==> config.mk <==
export PLATFORM = sky130hd
export DESIGN_NAME = vwct_state
export DESIGN_NICKNAME = d
export VERILOG_FILES = /design/src/vwct_pkg.sv /design/src/vwct_state.sv
export SDC_FILE = /design/constraint.sdc
export NUM_CORES = 1
export LEC_CHECK = 0
export BUFFER_PORTS_ARGS = -buffer_cell sky130_fd_sc_hd__buf_4
export CORE_MARGIN = 5
export CORE_UTILIZATION = 57
export CTS_BUF_LIST = sky130_fd_sc_hd__clkbuf_16
export CTS_CLUSTER_DIAMETER = 50
export CTS_CLUSTER_SIZE = 10
export DETAILED_ROUTE_END_ITERATION = 6
export PLACE_DENSITY = 0.76
export REMOVE_ABC_BUFFERS = 1
export SYNTH_ARGS = -nofsm -noshare
export SYNTH_HDL_FRONTEND = slang
export SYNTH_SLANG_ARGS = --single-unit
==> constraint.sdc <==
create_clock -name clk -period 5.4 [get_ports clk]
set_clock_uncertainty 0.1 [all_clocks]
set_input_delay 1.08 -clock clk [delete_from_list [all_inputs] [get_ports clk]]
set_output_delay 1.08 -clock clk [all_outputs]
set_load 0.03 [all_outputs]
==> src/vwct_pkg.sv <==
// Shared types, constants and helpers for the vote window confidence tracker.
// No dependencies; every other file in src refers to it by scoped names.

package vwct_pkg;

	// Hash constants (all arithmetic modulo 2^64)
	localparam logic [63:0] LCG_MUL = 64'd6364136223846793005;
	localparam logic [63:0] LCG_ADD = 64'd1442695040888963407;
	localparam logic [63:0] FIB_MUL = 64'd11400714819323198485;

	localparam int unsigned HALF_W = 32;
	localparam logic [HALF_W-1:0] LCG_MUL_LO = LCG_MUL[HALF_W-1:0];
	localparam logic [HALF_W-1:0] LCG_MUL_HI = LCG_MUL[63:HALF_W];
	localparam logic [HALF_W-1:0] FIB_MUL_LO = FIB_MUL[HALF_W-1:0];
	localparam logic [HALF_W-1:0] FIB_MUL_HI = FIB_MUL[63:HALF_W];

	localparam int unsigned ID_W   = 64;
	localparam int unsigned ERR_W  = 32;
	localparam int unsigned HASH_W = 16;
	localparam int unsigned HASH_LSB = 48;

	// Recent voter filter
	localparam int unsigned FILTER_DEPTH = 8;
	localparam int unsigned SLOT_W = $clog2(FILTER_DEPTH);

	// Vote windows
	localparam int unsigned WIN_W  = 8;
	localparam int unsigned CNT8_W = $clog2(WIN_W + 1);
	localparam logic [CNT8_W-1:0] QUORUM = CNT8_W'(6);
	localparam logic [WIN_W-1:0] YES_WIN_RESET = 8'hAA;

	// Confidence count
	localparam int unsigned COUNT_W = 15;
	localparam logic [COUNT_W-1:0] COUNT_MAX = '1;
	localparam logic [COUNT_W-1:0] FIN_SCORE_RESET = COUNT_W'(128);

	// Configuration port
	localparam int unsigned CFG_DATA_W = 64;
	typedef enum logic [0:0] {
		REG_HASH_SEED = 1'b0,
		REG_FIN_SCORE = 1'b1
	} cfg_reg_t;

	// Item handed from the hash pipeline to the state stage
	typedef struct packed {
		logic              bypass;     // no-node id: skip the duplicate filter
		logic [HASH_W-1:0] hash;
		logic              vote_yes;   // error code was zero
		logic              vote_cons;  // sign bit clear: vote is conclusive
	} hitem_t;

	function automatic logic [CNT8_W-1:0] ones8(input logic [WIN_W-1:0] v);
		logic [CNT8_W-1:0] n;
		n = '0;
		for (int b = 0; b < WIN_W; b++) begin
			n = n + CNT8_W'(v[b]);
		end
		return n;
	endfunction

endpackage

==> src/vwct_state.sv <==
// Duplicate filter ring, vote windows, confidence word and result register.
// Depends on vwct_pkg for constants, the hitem_t type and ones8().

module vwct_state (
	input  logic                           clk,
	input  logic                           arst_n,
	input  logic                           hitem_valid,
	output logic                           hitem_ready,
	input  vwct_pkg::hitem_t               hitem,
	input  logic [vwct_pkg::COUNT_W-1:0]   fin_score,
	output logic                           result_valid,
	input  logic                           result_ready,
	output logic                           duplicate_voter,
	output logic                           status_changed,
	output logic                           accepted_now,
	output logic [vwct_pkg::COUNT_W-1:0]   agreement_count
);

	logic [vwct_pkg::HASH_W-1:0] ring_q [vwct_pkg::FILTER_DEPTH];
	logic [vwct_pkg::SLOT_W-1:0] slot_q;
	logic [vwct_pkg::WIN_W-1:0]  yes_win_q, cons_win_q;
	logic                        acc_q;
	logic [vwct_pkg::COUNT_W-1:0] cnt_q;

	logic                        out_valid_q;
	logic                        dup_q, changed_q;

	logic take, hit, dup;
	logic [vwct_pkg::WIN_W-1:0]  yes_win_n, cons_win_n;
	logic yes_rnd, no_rnd;
	logic acc_n, changed;
	logic [vwct_pkg::COUNT_W-1:0] cnt_n, cnt_inc;
	logic [vwct_pkg::SLOT_W-1:0]  slot_inc;

	assign hitem_ready = !out_valid_q || result_ready;
	assign take = hitem_valid && hitem_ready;

	always_comb begin
		// search every slot but the oldest, which is about to be overwritten
		hit = 1'b0;
		for (int i = 0; i < vwct_pkg::FILTER_DEPTH; i++) begin
			if ((vwct_pkg::SLOT_W'(i) != slot_q) && (ring_q[i] == hitem.hash)) begin
				hit = 1'b1;
			end
		end
		dup = hit && !hitem.bypass;

		slot_inc = (slot_q == vwct_pkg::SLOT_W'(vwct_pkg::FILTER_DEPTH - 1)) ?
			'0 : slot_q + 1'b1;

		yes_win_n  = {yes_win_q[vwct_pkg::WIN_W-2:0], hitem.vote_yes};
		cons_win_n = {cons_win_q[vwct_pkg::WIN_W-2:0], hitem.vote_cons};
		yes_rnd = vwct_pkg::ones8(yes_win_n & cons_win_n) > vwct_pkg::QUORUM;
		no_rnd  = vwct_pkg::ones8(~yes_win_n & cons_win_n) > vwct_pkg::QUORUM;

		cnt_inc = cnt_q + 1'b1;
		acc_n   = acc_q;
		cnt_n   = cnt_q;
		changed = 1'b0;
		if (!dup && (yes_rnd || no_rnd)) begin
			if (acc_q == yes_rnd) begin
				if (cnt_q != vwct_pkg::COUNT_MAX) begin
					cnt_n   = cnt_inc;
					changed = (cnt_inc == fin_score);
				end
			end else begin
				acc_n   = yes_rnd;
				cnt_n   = '0;
				changed = 1'b1;
			end
		end
	end

	always_ff @(posedge clk or negedge arst_n) begin
		if (!arst_n) begin
			for (int i = 0; i < vwct_pkg::FILTER_DEPTH; i++) begin
				ring_q[i] <= '0;
			end
			slot_q      <= '0;
			yes_win_q   <= vwct_pkg::YES_WIN_RESET;
			cons_win_q  <= '0;
			acc_q       <= 1'b0;
			cnt_q       <= '0;
			out_valid_q <= 1'b0;
		end else begin
			if (take) begin
				out_valid_q <= 1'b1;
				if (!dup) begin
					yes_win_q  <= yes_win_n;
					cons_win_q <= cons_win_n;
					acc_q      <= acc_n;
					cnt_q      <= cnt_n;
					if (!hitem.bypass) begin
						ring_q[slot_q] <= hitem.hash;
						slot_q         <= slot_inc;
					end
				end
			end else if (result_ready) begin
				out_valid_q <= 1'b0;
			end
		end
	end

	always_ff @(posedge clk) begin
		if (take) begin
			dup_q     <= dup;
			changed_q <= changed;
		end
	end

	assign result_valid    = out_valid_q;
	assign duplicate_voter = dup_q;
	assign status_changed  = changed_q;
	// confidence registers hold the value after the item in the result register
	assign accepted_now    = acc_q;
	assign agreement_count = cnt_q;

endmodule

==> reports/summary.md <==
The share of final-layout standard cells stronger than drive strength 1 is 0.314, and the register area share after synthesis is 0.448. For the worst setup path, the data required time is 5.61 ns. After floorplanning, the core was sized to cover 0.0158 mm2. Fraction of synthesis flops using an asynchronous set or reset pin: 0.988.

CTS placed an instance of clkbuf_16 at the clock tree root. Setup violations remaining at the end of the flow were counted as 0. The worst setup path is captured at a flop.

The count of nets left with antenna violations once routing finished came out at 0. In this run the vertical extent of the chip is 137 um. The post-CTS setup-driven buffer insertion count came out at 0.

The capture point of the worst reg-to-reg path is agreement_count[5]. Buffers placed on the I/O ports in this run total 57. The total of hold buffers inserted after clock tree synthesis was 0; the synthesized-area fraction occupied by and/or/nand/nor cells was 0.0804. The share of the clock period used by the worst path after layout is 0.955. For the source-to-sink clock delay at the later pin of the worst-skew pair, the log shows 0.43 ns.

The H-tree generated during clock tree synthesis spans 4 levels. Yosys attributes the largest share of cell area to dfrtp_1 43%, xor2_1 13%, mux2_2 12%. For the worst flop-to-flop path, the logic depth is 18. Using the TritonRoute via totals, the vias-per-cell ratio works out to 5.73. TritonCTS built the clock tree. Type of the tightest min-delay check: reg2reg. The net count of the finished layout came out at 824. The count of unresolved DRC violations after routing is 0, and the placer congestion estimate is 0.800. The repair_antennas step left the layout with diodes totalling 0. The smallest clock period supported by the final layout is computed as 5.16 ns. The clock-pin slew reported for the worst setup and hold paths after clock tree synthesis is 0.06 ns. The slew at the pin with the worst max-slew slack was 0.897 ns. The final cell count without fillers is 994, and the total negative setup slack is 0 ns. dfrtp_1 takes more of the synthesized area than any other cell. For the distinct cell type count after synthesis, the log shows 46.

The die covers 0.0188 mm2. The number of iterations in the first detailed-routing pass was 4. The worst hold path terminates at ring_q[74]. The depth of the worst hold-timing path is 1, and the total cell area at the placement stage is 0.00948 mm2.

The first global-routing pass estimated 30,700 um of wire. The xor/xnor cell area share of the yosys netlist works out to 0.149. The setup path with the least slack is of type in2reg. Summed over all nets, the half-perimeter wirelength after detailed placement is 12,400 um.

By area, the combinational part of the netlist is dominated by multiplexers. The number of flops mapped to enable cells by yosys is 2. Across the run, the number of max-cap violations was 0.

The cell leakage power was 4.60 nW. Total power for the finished layout comes to 5.08 mW. A synthesized cell averages 12.4 um2. Summing all non-filler instances in the final layout gives an area of 0.0101 mm2.

For the least setup slack across all paths after layout, the log shows 0.241 ns. The post-synthesis compound-gate area fraction is 0.0396, and the total number of vias is 5,699. The run gives 0.211 as the total routing resource utilization after global routing. The number of design-rule violations left by the first detailed-router iteration came out at 320.

Most used flip-flop cell after synthesis: dfrtp_1. Power spread over the standard cell area amounts to 504 mW/mm2. The clock net in this run drives a total of 164 sinks. Entering global routing, the biggest net connects 68 pins. The area share of the largest cell type after synthesis is 0.433.

STA puts the critical path data arrival time at 5.37 ns. TritonCTS created 17 clock buffers. At the placement stage, the worst setup path has a slack of -0.293 ns.

The setup slack of the most critical reg-to-reg path came out at 0.63 ns. The tools report the total of warnings raised by yosys as 0. Post-CTS repair changed the size of 0 cells. Counting tap cells, the placed design contains a total of 962 instances. The multiplexer share of the synthesized area is 0.190, and the effective utilization at floorplan is 0.581. VDD sags by at most 0.284 mV.

The total overflow left after global routing is 0. The tools report the number of hold violations in the final report as 0. The via count of the first global-routing pass is 5,938. The maximum fanout encountered on the critical timing path is 13.

The startpoint identified for the worst hold timing path is ring_q[74]. For the initial antenna violation count, the log shows 0. The floorplan step set the die width to 137 um. The number of placement rows was 46; the post-synthesis to final-layout area growth was 9.69%. The share of synthesized cell area in full adder, half adder and majority cells works out to 0.0351. The upper clock frequency limit was 194 MHz; the cell area after synthesis was 0.00920 mm2.

The logs give 0.402 for the relative slew slack and 58 for the number of I/O pins. The worst setup path is launched from an input pin. After synthesis the netlist holds a flip-flop and latch count of 164.

Wires add up to 18,900 um. The startpoint of the worst-slack reg-to-reg timing path was cons_win_q[0]. Counting every instance in the synthesized netlist gives 740. The run gives 2 as the maximum number of buffers from clock root to sink. The flow ran to the end, and the final reports show no timing, DRC or antenna violations. The routed length per placed instance is 19.0 um, and the number of pins with negative max-slew slack in the final report is 0.
## logic make-up (layout without fill, tap and decap cells)
family / Yosys count / after routing
AOI/OAI and AO/OA: 56 / 56
xor gates and xnor gates: 156 / 156
adders and majority gates: 21 / 21
buffers and inverters: 75 / 113
DFF: 164 / 164
muxes: 143 / 143
and+or+nand+nor: 125 / 125
## cells in the final DEF (no fill, tap or decap), drive strengths merged, types with 2 or more instances in the layout
cell type,n
dfrtp,159
mux2,142
xor2,132
buf,65
nor4,31
xnor2,24
inv,19
nand2,17
clkbuf,17
a21oi,16
o31ai,15
ha,13
nor3,12
o21ai,11
nand4,10
nand3,10
nor2,9
clkinv,9
nand2b,8
and4,8
fa,8
nor2b,7
and2,6
and3,3
a41oi,3
bufinv,3
dfstp,3
or4,3
o22ai,2
a31oi,2
edfxtp,2
o41ai,2
## sequential cells by signal, indices dropped and copies added (netlist names)
register,cells
accepted_now,1
agreement_count,15
cons_win_q,7
duplicate_voter,1
result_valid,1
ring_q,128
slot_q,3
status_changed,1
yes_win_q,7
## routing by layer
layer	global-route usage	vias up	wire [um]
met1	0.281	2876	8230
met5	0	-	0
met4	0.0881	0	510
met3	0.0357	39	952
li1	-	2615	-
met2	0.344	169	9180
## how the worst max path moves through the flow
stage               cells after the start     start  slack (ns)                  to
floorplan                              16  hitem[0]       -0.09  agreement_count[5]
global placement                       19  hitem[0]       -0.10  agreement_count[8]
detailed placement                     19  hitem[0]       -0.29  agreement_count[5]
CTS                                    19  hitem[0]        0.12  agreement_count[5]
global route                           19  hitem[0]      -0.003  agreement_count[5]
finish                                 19  hitem[0]        0.24  agreement_count[5]
## per-stage QoR
| step | utilization | hold WS [ns] |
|---|---|---|
| after floorplan | - | 0.378 |
| after global placement | 0.599 | 0.390 |
| after detailed placement | 0.599 | 0.398 |
| after CTS | 0.636 | 0.412 |
| after global routing | 0.637 | 0.424 |
| final | 0.637 | 0.410 |
## power breakdown
part | leakage, nW | internal, mW | switching [mW]
clock | 0.301 | 0.723 | 0.494
combinational | 2.24 | 0.935 | 0.771
sequential | 2.05 | 1.75 | 0.408
## critical path, stage by stage
cell and delay (ns):
buf_4 0.11, and2_1 0.16, fa_1 0.53, inv_1 0.06, fa_1 0.56, inv_1 0.06, fa_1 0.48, ha_1 0.24
fa_1 0.52, nand2_1 0.06, o21ai_0 0.13, nand2_1 0.08, o21ai_2 0.09, xor2_1 0.13, a2111oi_2 0.37, buf_4 0.18
nand2_1 0.05, buf_4 0.20, o41ai_1 0.27
## cell type report
class | count | area [um2]
tap | 216 | 270
sequential | 164 | 4120
multi-input combinational | 501 | 4550
inverter | 16 | 61.3
fill | 1205 | 5740
clock buffer | 17 | 425
clock inverter | 15 | 165
timing repair buffer | 65 | 492
## cells in the mapped netlist, types with 2 or more instances
library cell / instances
buf_12: 4
mux2_2: 102
xnor2_1: 24
buf_2: 7
nor2b_1: 7
mux2_4: 36
a41oi_1: 3
nor4_1: 30
nand4_1: 10
xor2_1: 132
and3_1: 3
buf_4: 29
inv_1: 15
edfxtp_1: 2
buf_6: 10
o22ai_1: 2
mux2_1: 4
nor2_1: 8
and2_1: 6
nand3_1: 10
o21ai_0: 11
or4_4: 2
nand2b_1: 8
dfstp_2: 3
and4_1: 8
o41ai_1: 2
nor3_1: 12
a21oi_1: 16
nand2_1: 17
o31ai_1: 15
clkbuf_1: 9
fa_1: 8
ha_1: 13
a31oi_1: 2
dfrtp_1: 159
Note: power is estimated with default switching activity, not from simulation.
